`src/rtl/core/gmi_pkg.sv`:
```
// gmi_pkg: shared constants, codes and control structs of the genotype mode imputer
// used by the channel interfaces and by every module in rtl/core
`default_nettype none

package gmi_pkg;

   // capacity of the sample buffer
   localparam int MAX_SAMPLES_DEFAULT = 64;

   // field widths
   localparam int CODE_W = 8;
   localparam int GENO_W = 2;

   // genotype codes as kept in the sample buffer
   localparam logic [GENO_W-1:0] GENO_ZERO    = 2'd0;
   localparam logic [GENO_W-1:0] GENO_ONE     = 2'd1;
   localparam logic [GENO_W-1:0] GENO_TWO     = 2'd2;
   localparam logic [GENO_W-1:0] GENO_MISSING = 2'd3;

   // controller to datapath commands
   typedef struct packed {
      logic accept;   // input transfer this cycle
      logic decide;   // latch the major genotype
      logic drain;    // walk the buffer out
      logic clear;    // marker finished, clear counts
   } gmi_cmd_type;

   // datapath to controller status
   typedef struct packed {
      logic drain_done;   // nothing left to read, output register empty or its last result leaves this cycle
   } gmi_status_type;

endpackage

`default_nettype wire

```
`src/rtl/core/gmi_req_if.sv`:
```
// gmi_req_if: valid/ready channel carrying one raw sample code per transfer
// depends on gmi_pkg for field widths
`default_nettype none

interface gmi_req_if;
   logic                         valid;
   logic                         ready;
   logic [gmi_pkg::CODE_W-1:0]   genotype_code;
   logic                         last_sample;

   modport source (output valid, output genotype_code, output last_sample, input ready);
   modport sink   (input valid, input genotype_code, input last_sample, output ready);
endinterface

`default_nettype wire

```
`src/rtl/core/gmi_rsp_if.sv`:
```
// gmi_rsp_if: valid/ready channel carrying one imputed sample per transfer
// depends on gmi_pkg for field widths
`default_nettype none

interface gmi_rsp_if;
   logic                         valid;
   logic                         ready;
   logic [gmi_pkg::GENO_W-1:0]   genotype;
   logic                         was_imputed;
   logic [gmi_pkg::GENO_W-1:0]   major_genotype;
   logic                         truncated;
   logic                         last_result;

   modport source (output valid, output genotype, output was_imputed, output major_genotype,
                   output truncated, output last_result, input ready);
   modport sink   (input valid, input genotype, input was_imputed, input major_genotype,
                   input truncated, input last_result, output ready);
endinterface

`default_nettype wire

```
`src/rtl/core/gmi_ctrl.sv`:
```
// gmi_ctrl: state machine sequencing load, decide and drain phases of a marker
// depends on gmi_pkg for the command and status structs
`default_nettype none

module gmi_ctrl (
   input  wire logic                    clock,
   input  wire logic                    reset,
   input  wire logic                    req_valid,
   input  wire logic                    req_last,
   output logic                         req_ready,
   output gmi_pkg::gmi_cmd_type         cmd,
   input  wire gmi_pkg::gmi_status_type status
);

   localparam logic [1:0] ST_LOAD   = 2'd0;
   localparam logic [1:0] ST_DECIDE = 2'd1;
   localparam logic [1:0] ST_DRAIN  = 2'd2;

   logic [1:0] state_ff;
   logic [1:0] state_in;
   logic       accept;

   assign req_ready = (state_ff == ST_LOAD);
   assign accept    = req_valid && req_ready;

   always_comb begin
      state_in = state_ff;
      unique case (state_ff)
         ST_LOAD: begin
            if (accept && req_last) begin
               state_in = ST_DECIDE;
            end
         end
         ST_DECIDE: begin
            state_in = ST_DRAIN;
         end
         ST_DRAIN: begin
            if (status.drain_done) begin
               state_in = ST_LOAD;
            end
         end
         default: begin
            state_in = ST_LOAD;
         end
      endcase
   end

   always_comb begin
      cmd.accept = accept;
      cmd.decide = (state_ff == ST_DECIDE);
      cmd.drain  = (state_ff == ST_DRAIN);
      cmd.clear  = (state_ff == ST_DRAIN) && status.drain_done;
   end

   always_ff @(posedge clock) begin
      if (reset) begin
         state_ff <= ST_LOAD;
      end else begin
         state_ff <= state_in;
      end
   end

endmodule

`default_nettype wire

```
`src/rtl/core/gmi_datapath.sv`:
```
// gmi_datapath: sample buffer, genotype counters, major pick and readout pipeline
// depends on gmi_pkg for codes and the command and status structs
`default_nettype none

module gmi_datapath #(
   parameter int MAX_SAMPLES = gmi_pkg::MAX_SAMPLES_DEFAULT
) (
   input  wire logic                         clock,
   input  wire logic                         reset,
   input  wire gmi_pkg::gmi_cmd_type         cmd,
   output gmi_pkg::gmi_status_type           status,
   input  wire logic [gmi_pkg::CODE_W-1:0]   genotype_code,
   output logic                              rsp_valid,
   input  wire logic                         rsp_ready,
   output logic [gmi_pkg::GENO_W-1:0]        rsp_genotype,
   output logic                              rsp_was_imputed,
   output logic [gmi_pkg::GENO_W-1:0]        rsp_major_genotype,
   output logic                              rsp_truncated,
   output logic                              rsp_last_result
);

   localparam int CNT_W = $clog2(MAX_SAMPLES + 1);
   localparam int IDX_W = (MAX_SAMPLES > 1) ? $clog2(MAX_SAMPLES) : 1;
   localparam logic [CNT_W-1:0] CAP = CNT_W'(MAX_SAMPLES);

   // sample buffer
   logic [gmi_pkg::GENO_W-1:0] store_mem [MAX_SAMPLES];

   // marker counters
   logic [CNT_W-1:0] count_zero_ff, count_zero_in;
   logic [CNT_W-1:0] count_one_ff,  count_one_in;
   logic [CNT_W-1:0] count_two_ff,  count_two_in;
   logic [CNT_W-1:0] stored_ff,     stored_in;
   logic             overflow_ff,   overflow_in;
   logic [gmi_pkg::GENO_W-1:0] major_ff, major_in;

   // readout
   logic [CNT_W-1:0]           rd_ptr_ff, rd_ptr_in;
   logic                       s1_valid_ff, s1_valid_in;
   logic [gmi_pkg::GENO_W-1:0] s1_geno_ff;
   logic                       s1_last_ff;
   logic                       o_valid_ff, o_valid_in;
   logic [gmi_pkg::GENO_W-1:0] o_geno_ff;
   logic                       o_imputed_ff;
   logic                       o_last_ff;

   logic                       has_room;
   logic                       wr_en;
   logic [gmi_pkg::GENO_W-1:0] code_norm;
   logic                       s1_move;
   logic                       rd_en;
   logic [CNT_W-1:0]           rd_ptr_next;
   logic                       s1_missing;

   assign has_room = (stored_ff < CAP);
   assign wr_en    = cmd.accept && has_room;

   always_comb begin
      priority if (genotype_code == gmi_pkg::CODE_W'(gmi_pkg::GENO_ZERO)) begin
         code_norm = gmi_pkg::GENO_ZERO;
      end else if (genotype_code == gmi_pkg::CODE_W'(gmi_pkg::GENO_ONE)) begin
         code_norm = gmi_pkg::GENO_ONE;
      end else if (genotype_code == gmi_pkg::CODE_W'(gmi_pkg::GENO_TWO)) begin
         code_norm = gmi_pkg::GENO_TWO;
      end else begin
         code_norm = gmi_pkg::GENO_MISSING;
      end
   end

   // counters and overflow
   always_comb begin
      count_zero_in = count_zero_ff;
      count_one_in  = count_one_ff;
      count_two_in  = count_two_ff;
      stored_in     = stored_ff;
      overflow_in   = overflow_ff;
      if (cmd.clear) begin
         count_zero_in = '0;
         count_one_in  = '0;
         count_two_in  = '0;
         stored_in     = '0;
         overflow_in   = 1'b0;
      end else if (cmd.accept) begin
         if (has_room) begin
            stored_in = stored_ff + CNT_W'(1);
            if (code_norm == gmi_pkg::GENO_ZERO) begin
               count_zero_in = count_zero_ff + CNT_W'(1);
            end
            if (code_norm == gmi_pkg::GENO_ONE) begin
               count_one_in = count_one_ff + CNT_W'(1);
            end
            if (code_norm == gmi_pkg::GENO_TWO) begin
               count_two_in = count_two_ff + CNT_W'(1);
            end
         end else begin
            overflow_in = 1'b1;
         end
      end
   end

   // major genotype, 2 and 1 must beat 0 strictly, ties with 0 fall to 0, a tie of 2 and 1 falls to 1
   always_comb begin
      major_in = major_ff;
      if (cmd.decide) begin
         if (count_two_ff > count_one_ff) begin
            major_in = (count_two_ff > count_zero_ff) ? gmi_pkg::GENO_TWO : gmi_pkg::GENO_ZERO;
         end else begin
            major_in = (count_one_ff > count_zero_ff) ? gmi_pkg::GENO_ONE : gmi_pkg::GENO_ZERO;
         end
      end
   end

   // readout: buffer read stage then output register
   assign s1_move     = s1_valid_ff && (!o_valid_ff || rsp_ready);
   assign rd_en       = cmd.drain && (rd_ptr_ff != stored_ff) && (!s1_valid_ff || s1_move);
   assign rd_ptr_next = rd_ptr_ff + CNT_W'(1);
   assign s1_missing  = (s1_geno_ff == gmi_pkg::GENO_MISSING);

   always_comb begin
      if (cmd.clear) begin
         rd_ptr_in = '0;
      end else if (rd_en) begin
         rd_ptr_in = rd_ptr_next;
      end else begin
         rd_ptr_in = rd_ptr_ff;
      end
      if (rd_en) begin
         s1_valid_in = 1'b1;
      end else if (s1_move) begin
         s1_valid_in = 1'b0;
      end else begin
         s1_valid_in = s1_valid_ff;
      end
      if (s1_move) begin
         o_valid_in = 1'b1;
      end else if (rsp_ready) begin
         o_valid_in = 1'b0;
      end else begin
         o_valid_in = o_valid_ff;
      end
   end

   assign status.drain_done = cmd.drain && (rd_ptr_ff == stored_ff) && !s1_valid_ff
                              && (!o_valid_ff || rsp_ready);

   // buffer write and registered read
   always_ff @(posedge clock) begin
      if (wr_en) begin
         store_mem[stored_ff[IDX_W-1:0]] <= code_norm;
      end
      if (rd_en) begin
         s1_geno_ff <= store_mem[rd_ptr_ff[IDX_W-1:0]];
         s1_last_ff <= (rd_ptr_next == stored_ff);
      end
   end

   // payload registers
   always_ff @(posedge clock) begin
      major_ff <= major_in;
      if (s1_move) begin
         o_geno_ff    <= s1_missing ? major_ff : s1_geno_ff;
         o_imputed_ff <= s1_missing;
         o_last_ff    <= s1_last_ff;
      end
   end

   // control registers
   always_ff @(posedge clock) begin
      if (reset) begin
         count_zero_ff <= '0;
         count_one_ff  <= '0;
         count_two_ff  <= '0;
         stored_ff     <= '0;
         overflow_ff   <= 1'b0;
         rd_ptr_ff     <= '0;
         s1_valid_ff   <= 1'b0;
         o_valid_ff    <= 1'b0;
      end else begin
         count_zero_ff <= count_zero_in;
         count_one_ff  <= count_one_in;
         count_two_ff  <= count_two_in;
         stored_ff     <= stored_in;
         overflow_ff   <= overflow_in;
         rd_ptr_ff     <= rd_ptr_in;
         s1_valid_ff   <= s1_valid_in;
         o_valid_ff    <= o_valid_in;
      end
   end

   assign rsp_valid          = o_valid_ff;
   assign rsp_genotype       = o_geno_ff;
   assign rsp_was_imputed    = o_imputed_ff;
   assign rsp_major_genotype = major_ff;
   assign rsp_truncated      = overflow_ff;
   assign rsp_last_result    = o_last_ff;

`ifndef NO_ASSERTIONS
   a_store_bound: assert property (@(posedge clock) disable iff (reset)
      stored_ff <= CAP)
      else $error("sample count beyond capacity");

   a_counts_bound: assert property (@(posedge clock) disable iff (reset)
      ({2'b00, count_zero_ff} + {2'b00, count_one_ff} + {2'b00, count_two_ff})
         <= {2'b00, stored_ff})
      else $error("genotype counts exceed buffered samples");

   a_rd_ptr_bound: assert property (@(posedge clock) disable iff (reset)
      rd_ptr_ff <= stored_ff)
      else $error("read pointer past buffered samples");

   a_no_missing_out: assert property (@(posedge clock) disable iff (reset)
      o_valid_ff |-> (o_geno_ff != gmi_pkg::GENO_MISSING))
      else $error("missing code reached the result");

   a_clear_after_last: assert property (@(posedge clock) disable iff (reset)
      cmd.clear |-> (!o_valid_ff || (rsp_ready && o_last_ff)))
      else $error("marker cleared before its last result");
`endif

endmodule

`default_nettype wire

```
`src/rtl/core/genotype_mode_imputer_core.sv`:
```
// throughput: one sample per cycle while loading, one result per cycle while draining unless rsp_ready is low
// input stalls during the decide and drain phases
// reset: synchronous, active high, clears counters and control; buffer contents stay undefined
// depends on gmi_pkg, gmi_req_if, gmi_rsp_if, gmi_ctrl and gmi_datapath
`default_nettype none

module genotype_mode_imputer_core #(
   parameter int MAX_SAMPLES = gmi_pkg::MAX_SAMPLES_DEFAULT
) (
   input wire logic   clock,
   input wire logic   reset,
   gmi_req_if.sink    req_ch,
   gmi_rsp_if.source  rsp_ch
);

   // command and status between controller and datapath
   gmi_pkg::gmi_cmd_type    cmd;
   gmi_pkg::gmi_status_type status;

   // controller: load phase takes samples, decide phase picks the major genotype,
   // drain phase walks the buffer out and clears the marker on the last transfer
   gmi_ctrl u_ctrl (
      .clock     (clock),
      .reset     (reset),
      .req_valid (req_ch.valid),
      .req_last  (req_ch.last_sample),
      .req_ready (req_ch.ready),
      .cmd       (cmd),
      .status    (status)
   );

   // datapath: sample buffer (one write port, one registered read port),
   // per-genotype counters, major pick register and the result register
   gmi_datapath #(
      .MAX_SAMPLES (MAX_SAMPLES)
   ) u_datapath (
      .clock              (clock),
      .reset              (reset),
      .cmd                (cmd),
      .status             (status),
      .genotype_code      (req_ch.genotype_code),
      .rsp_valid          (rsp_ch.valid),
      .rsp_ready          (rsp_ch.ready),
      .rsp_genotype       (rsp_ch.genotype),
      .rsp_was_imputed    (rsp_ch.was_imputed),
      .rsp_major_genotype (rsp_ch.major_genotype),
      .rsp_truncated      (rsp_ch.truncated),
      .rsp_last_result    (rsp_ch.last_result)
   );

endmodule

`default_nettype wire
```
`src/flat_wrapper.sv`:
```
// flat-port wrapper written by rule: the top's interface ports become plain ports
module genotype_mode_imputer_core_flat 
#(
   parameter int MAX_SAMPLES = gmi_pkg::MAX_SAMPLES_DEFAULT
)
  (clock, reset, req_ch_valid, req_ch_genotype_code, req_ch_last_sample, req_ch_ready, rsp_ch_valid, rsp_ch_genotype, rsp_ch_was_imputed, rsp_ch_major_genotype, rsp_ch_truncated, rsp_ch_last_result, rsp_ch_ready);
  gmi_req_if req_ch_i ();
  gmi_rsp_if rsp_ch_i ();
  input wire logic clock;
  input wire logic reset;
  input wire logic [$bits(req_ch_i.valid)-1:0] req_ch_valid;
  input wire logic [$bits(req_ch_i.genotype_code)-1:0] req_ch_genotype_code;
  input wire logic [$bits(req_ch_i.last_sample)-1:0] req_ch_last_sample;
  output wire logic [$bits(req_ch_i.ready)-1:0] req_ch_ready;
  output wire logic [$bits(rsp_ch_i.valid)-1:0] rsp_ch_valid;
  output wire logic [$bits(rsp_ch_i.genotype)-1:0] rsp_ch_genotype;
  output wire logic [$bits(rsp_ch_i.was_imputed)-1:0] rsp_ch_was_imputed;
  output wire logic [$bits(rsp_ch_i.major_genotype)-1:0] rsp_ch_major_genotype;
  output wire logic [$bits(rsp_ch_i.truncated)-1:0] rsp_ch_truncated;
  output wire logic [$bits(rsp_ch_i.last_result)-1:0] rsp_ch_last_result;
  input wire logic [$bits(rsp_ch_i.ready)-1:0] rsp_ch_ready;
  assign req_ch_i.valid = req_ch_valid;
  assign req_ch_i.genotype_code = req_ch_genotype_code;
  assign req_ch_i.last_sample = req_ch_last_sample;
  assign req_ch_ready = req_ch_i.ready;
  assign rsp_ch_valid = rsp_ch_i.valid;
  assign rsp_ch_genotype = rsp_ch_i.genotype;
  assign rsp_ch_was_imputed = rsp_ch_i.was_imputed;
  assign rsp_ch_major_genotype = rsp_ch_i.major_genotype;
  assign rsp_ch_truncated = rsp_ch_i.truncated;
  assign rsp_ch_last_result = rsp_ch_i.last_result;
  assign rsp_ch_i.ready = rsp_ch_ready;
  genotype_mode_imputer_core #(.MAX_SAMPLES(MAX_SAMPLES)) u_core (.clock(clock), .reset(reset), .req_ch(req_ch_i), .rsp_ch(rsp_ch_i));
endmodule
```
`config.mk`:
```
export PLATFORM = sky130hd
export DESIGN_NAME = genotype_mode_imputer_core_flat
export DESIGN_NICKNAME = d
export VERILOG_FILES = /design/src/rtl/core/gmi_pkg.sv /design/src/rtl/core/gmi_req_if.sv /design/src/rtl/core/gmi_rsp_if.sv /design/src/rtl/core/gmi_ctrl.sv /design/src/rtl/core/gmi_datapath.sv /design/src/rtl/core/genotype_mode_imputer_core.sv /design/src/flat_wrapper.sv
export SDC_FILE = /design/constraint.sdc
export NUM_CORES = 1
export LEC_CHECK = 0
export ABC_AREA = 1
export ABC_CLOCK_PERIOD_IN_PS = 3000
export BUFFER_PORTS_ARGS = -buffer_cell sky130_fd_sc_hd__buf_2
export CAP_MARGIN = 20
export CORE_MARGIN = 3
export CORE_UTILIZATION = 52
export DETAILED_ROUTE_END_ITERATION = 10
export GPL_ROUTABILITY_DRIVEN = 0
export PLACE_DENSITY = 0.78
export SLEW_MARGIN = 0
export SYNTH_ARGS = -nofsm -noshare
export SYNTH_HDL_FRONTEND = slang
export SYNTH_SLANG_ARGS = --single-unit
```
`constraint.sdc`:
```
create_clock -name clock -period 3 [get_ports clock]
set_input_delay 0.3 -clock clock [delete_from_list [all_inputs] [get_ports clock]]
set_output_delay 0.3 -clock clock [all_outputs]
set_load 0.05 [all_outputs]
```
---- Word level (Yosys, flattened, before mapping) ----
Memories as Yosys holds them, arrays and structs flattened. A register that Yosys moved wholly into a read port is not among the register bits.
Cells that the tools add are included.
W data, S select, Z words.
word-level totals
  register bits ........................... 47
  RAM bits ................................ 128
  output and inout port bits .............. 9
  logic and storage cells ................. 79
  memories ................................ 1
operators by class
  $add $sub $neg .......................... 5
  order comparisons ....................... 4
  equal/unequal tests ..................... 12
  multiplexer cells ....................... 16
  bitwise gates (word level) .............. 1
  reductions and logical operators ........ 26
memory list
  name                         depth  width  rd ports  clocked after memory_dff  wr ports  RTL line            text
  u_core.u_datapath.store_mem  64     2      1         1                         1         gmi_datapath.sv:27  logic [gmi_pkg::GENO_W-1:0] store_mem [MAX_SAMPLES];
operators with widths
  kind                   number
  $add A7 B1 Y7 const B  5
  $gt A7 B7 Y1           3
  $eq A7 B7 Y1           2
  $mux W2                7
  $logic_and A1 B1 Y1    10
  $reduce_and A3 Y1      3
  $eq A8 B1 Y1 const B   1
  $eq A8 B2 Y1 const B   1
  $logic_not A8 Y1       1
  $mux W1                8
  $lt A7 B7 Y1 const B   1
  $ne A7 B7 Y1           1
  $eq A2 B2 Y1 const B   3
  $pmux W2 S3            1
  $reduce_and A2 Y1      3
  $eq A2 B1 Y1 const B   2
  $logic_not A2 Y1       2
  $ne A2 B1 Y1 const B   2
  $reduce_bool A2 Y1     2
  $logic_not A1 Y1       2
  $logic_or A1 B1 Y1     2
  $reduce_or A2 Y1       1
  $not A1 Y1             1

---- Longest topological paths before layout ----
  word-level depth ........................ 6
  mapped depth ............................ 12
  mapped depth without buffers ............ 9

---- Cells and area by module ----
Synthesis repeated with hierarchy kept, for this count alone.
second synthesis, totals
  cells, all modules ...................... 918
  area total of the unflattened synthesis .. 8484.4 um^2
by module, submodules not included
  module        times used  cells each  area an instance (um^2)  seq. area each (um^2)
  gmi_datapath  1           900         8361.8                   4874.7
  gmi_ctrl      1           18          122.6                    40.0

---- Least setup slack after synthesis ----
Ideal clock, no wire load.
  kind .................................... input to register
  from .................................... input req_ch_genotype_code[7]
  to ...................................... memory u_core.u_datapath.store_mem[0][1] (netlist bit) (data pin)
  arrival ................................. 2031 ps
  path slack .............................. 470 ps
  stages .................................. 4
  buffers on the path ..................... 0
  path through ............................ nor2_1 > nand2_1 > nor2_2 > nor2_1
between the ends
  cells in the longest elaborated chain, start to end .. 3
  elaborated cells on any way between the ends .. 4
  those cells by class .................... eq/ne: 1; mux: 2; reduce/logical: 1
ends and longest elaborated chain
  what                                      RTL line            text
  start, declared                           flat_wrapper.sv:12  input wire logic [$bits(req_ch_i.genotype_code)-1:0] req_ch_genotype_code;
  $eq A8 B1 Y1                              gmi_datapath.sv:61  end else if (genotype_code == gmi_pkg::CODE_W'(gmi_pkg::GENO_ONE)) begin
  $mux W2                                   gmi_datapath.sv:61
  $mux W2 (*)                               gmi_datapath.sv:59  priority if (genotype_code == gmi_pkg::CODE_W'(gmi_pkg::GENO_ZERO)) begin
  net u_core.u_datapath.code_norm, one bit  gmi_datapath.sv:49  logic [gmi_pkg::GENO_W-1:0] code_norm;
  end, declared                             gmi_datapath.sv:27
The timed path passes the listed nets; every way through them passes the cells marked *.

---- Worst setup path in the final report ----
  from .................................... register u_core.u_ctrl.state_ff[1]
  to ...................................... memory u_core.u_datapath.store_mem[53][0] (netlist bit) (enable)
between the ends
  cells in the longest elaborated chain, start to end .. 5
ends and longest elaborated chain
  what                           RTL line             text
  start, declared                gmi_ctrl.sv:19       logic [1:0] state_ff;
  start signal, assigned         gmi_ctrl.sv:59       state_ff <= state_in;
  $logic_not A2 Y1               gmi_ctrl.sv:23       assign req_ready = (state_ff == ST_LOAD);
  $logic_and A1 B1 Y1            gmi_ctrl.sv:24       assign accept = req_valid && req_ready;
  $logic_and A1 B1 Y1            gmi_datapath.sv:56   assign wr_en = cmd.accept && has_room;
  $mux W1                        gmi_datapath.sv:148  if (wr_en) begin
  $mux W1 (not written as such)  gmi_datapath.sv:149  store_mem[stored_ff[IDX_W-1:0]] <= code_norm;
Every way passes these cells.

==> flow_summary.ini <==
[setup_path]
cp.arrival_ns = 2.21
critPathBufInv = 0
startpoint_type = flop
crit_family = simple AND/OR/NAND/NOR gates
cpPeakStageDelay_ns = 0.43
crit_fanout = 8
path_class = reg2reg
endpoint_kind = flop
crit_chain = nor3b_2, nand2_1, nor2_1, nand3_1, nor2_1
critPathMostFrequentCell = nor2_1
worstPathRequired_ns = 3.11
critPathSlowestCell = nand3_1

[clocking]
cts_max_level = 4
clock_path_buffers = 2
clock-sinks = 177
cts_resized = 0
cts_tree = yes
hold_buffers = 0
insertion_delay_ns = 0.43
clkTransAtPathRegs_ns = 0.07
post_cts_buffers = 0
cts_root_buf = clkbuf_16
numCtsBuffers = 17

[global_route]
antenna_found_initial = 0
grt_max_degree = 67
first_global_vias = 6145
grt_remaining_overflow = 0
grt.total_usage = 0.215
grt_pass1_wl_mm = 30.6

[sta]
finalClockSkew_ns = 0.0117
setup_tns_ns = 0
max_freq_mhz = 477
setup_viol = 0
period_share = 0.699
fin_ws_ns = 0.904
rsz0062_at_grt = false
hold_viol = 0
worst_pin_slew_ns = 0.699
slew-limit-headroom = 0.534
slew_viol_final = 0
min_period_ns = 2.10
hold_slack_ns = 0.0873

[die]
start_util = 0.539
core_area_um2 = 16100
die_area_um2 = 18200
ios = 22
die_w_um = 135
dieHeight_um = 135
rows = 46

[routing]
finalWirelength_mm = 18.9
dr.pass1.iters = 5
vias_per_cell = 5.49
vias = 6314
drt_iter0_drc = 659
drc_errors = 0
drtAntennaViolNets = 0
routedWlPerCell_um = 16.4

[synth]
synth_seq_cells = 177
syn_nets = 946
yosysUniqueCellTypes = 35
synth_warnings = 0
syn_avg_cell_area_um2 = 9.54
yosysMostFrequentCell = nand2_1
syn_inst = 907
synth.top_cell.area_share = 0.476
syn_area_um2 = 8650
synthTopCellsByCount = nand2_1, edfxtp_1, nand3_1
seq_area_frac_synth = 0.568
synth-edff-count = 137
ys.flop_type = edfxtp_1
synth_top_cell_by_area = edfxtp_1
ys_top_cells_by_area = edfxtp_1, nand2_1, dfxtp_1
synth-async-reset-ratio = 0

[min_path]
hp-class = in2reg

[place]
place_area_um2 = 8910
dp_hpwl_mm = 12.6
port_buffers = 21
dp_slack_ns = 0.930
dp_cells = 1118

[cells_and_area]
nFillCells = 1331
register_area_um2 = 4920
antennaDiodeCount = 0
final_cells = 1150
multiInputGateArea_um2 = 3310
fin_area_um2 = 9510
synthToLayoutAreaGrowth_pct = 9.97
drive_gt1_frac = 0.130
layout.nets = 960

[power]
p_switching_mw = 1.06
seqPwrFrac = 0.522
p_leak_nw = 3.67
power_per_cell_area_nw_per_um2 = 530
peakVddDrop_mv = 0.370
combPwrFrac = 0.028
clock_power_share = 0.450
p_sw_frac = 0.210
p_int_mw = 3.98

[flow_run]
max-cap-violations = 0

[run_status]
status = finished, final reports clean
==> cell families (layout without fill, tap and decap cells) <==
family / count (synthesis) / after routing / share of synthesized area
simple gates: 522 / 522 / 0.265
flops: 177 / 177 / 0.568
xor+xnor: 28 / 28 / 0.0314
compound gates: 60 / 60 / 0.0471
fa+ha+maj: 26 / 26 / 0.0376
buf+inv: 94 / 121 / 0.0511
==> per-layer routing <==
| metal | up-vias | part of all wire | routed length, um | global-route usage |
|---|---|---|---|---|
| met2 | 234 | 0.49 | 9180 | 0.357 |
| met3 | 47 | 0.058 | 1100 | 0.0417 |
| met5 | - | 0 | 0 | 0 |
| met4 | 0 | 0.030 | 575 | 0.0924 |
| li1 | 3098 | - | - | - |
| met1 | 2935 | 0.43 | 8050 | 0.277 |
==> area by class of cell <==
type | instances | area share
clock buffer | 18 | 0.0451
sequential | 177 | 0.517
tap | 216 | 0.0284
inverter | 58 | 0.0229
clock inverter | 14 | 0.0187
timing repair buffer | 31 | 0.0203
multi-input combinational | 636 | 0.348
==> cells in the final DEF (no fill, tap or decap), types with 2 or more instances in the layout <==
master / count
or2_2: 4
nand3_1: 128
nor2_4: 4
inv_6: 4
buf_4: 9
dfxtp_1: 39
bufinv_16: 3
nor3_1: 10
inv_2: 5
a21oi_1: 25
nor2_2: 6
clkinvlp_4: 3
edfxtp_1: 137
a211oi_1: 2
buf_2: 21
o21ai_0: 5
inv_1: 52
nand2_1: 255
nand3_2: 5
nand4_1: 18
ha_1: 26
nand2_4: 2
clkbuf_16: 17
a21oi_2: 26
o21a_1: 2
clkinv_2: 2
nor2_1: 86
xnor2_1: 8
xor2_1: 18
==> flip-flops by register name, summed over array words and instances (netlist names) <==
name and flops:
u_core.u_datapath.count_zero_ff 7, u_core.u_datapath.store_mem 128, u_core.u_datapath.rsp_major_genotype 2, u_core.u_datapath.s1_last_ff 1, u_core.u_datapath.count_two_ff 7, u_core.u_datapath.rsp_last_result 1
u_core.u_datapath.count_one_ff 7, u_core.u_datapath.stored_ff 7, u_core.u_datapath.s1_geno_ff 2, u_core.u_datapath.rd_ptr_ff 7, u_core.u_datapath.rsp_was_imputed 1, u_core.u_datapath.s1_valid_ff 1
u_core.u_ctrl.state_ff 2, u_core.u_datapath.rsp_valid 1, u_core.u_datapath.rsp_genotype 2, u_core.u_datapath.rsp_truncated 1
==> per-stage QoR <==
step,util,power (mW)
floorplan,-,2.79
global placement,0.555,2.82
detailed placement,0.555,2.82
CTS,0.592,5.05
global route,0.592,5.16
finish,0.592,5.04
==> power by group through the flow <==
stage,Clock [mW],Sequential (mW),Combinational [mW]
floorplan,0,2.68,0.104
global placement,0,2.68,0.136
detailed placement,0,2.68,0.138
CTS,2.29,2.63,0.139
global route,2.38,2.63,0.154
finish,2.27,2.63,0.140
==> worst paths after layout <==
| path | from | endpoint | slack (ns) | cells past startpoint |
|---|---|---|---|---|
| max | u_core.u_ctrl.state_ff[1] | u_core.u_datapath.store_mem[53][0] | 0.90 | 5 |
| min | reset | u_core.u_datapath.s1_valid_ff | 0.09 | 2 |
| max reg2reg | u_core.u_ctrl.state_ff[1] | u_core.u_datapath.store_mem[53][0] | 0.90 | 5 |
| min reg2reg | u_core.u_datapath.s1_last_ff | u_core.u_datapath.rsp_last_result | 0.43 | 0 |
No activity file was read; power rests on OpenSTA's default activity.
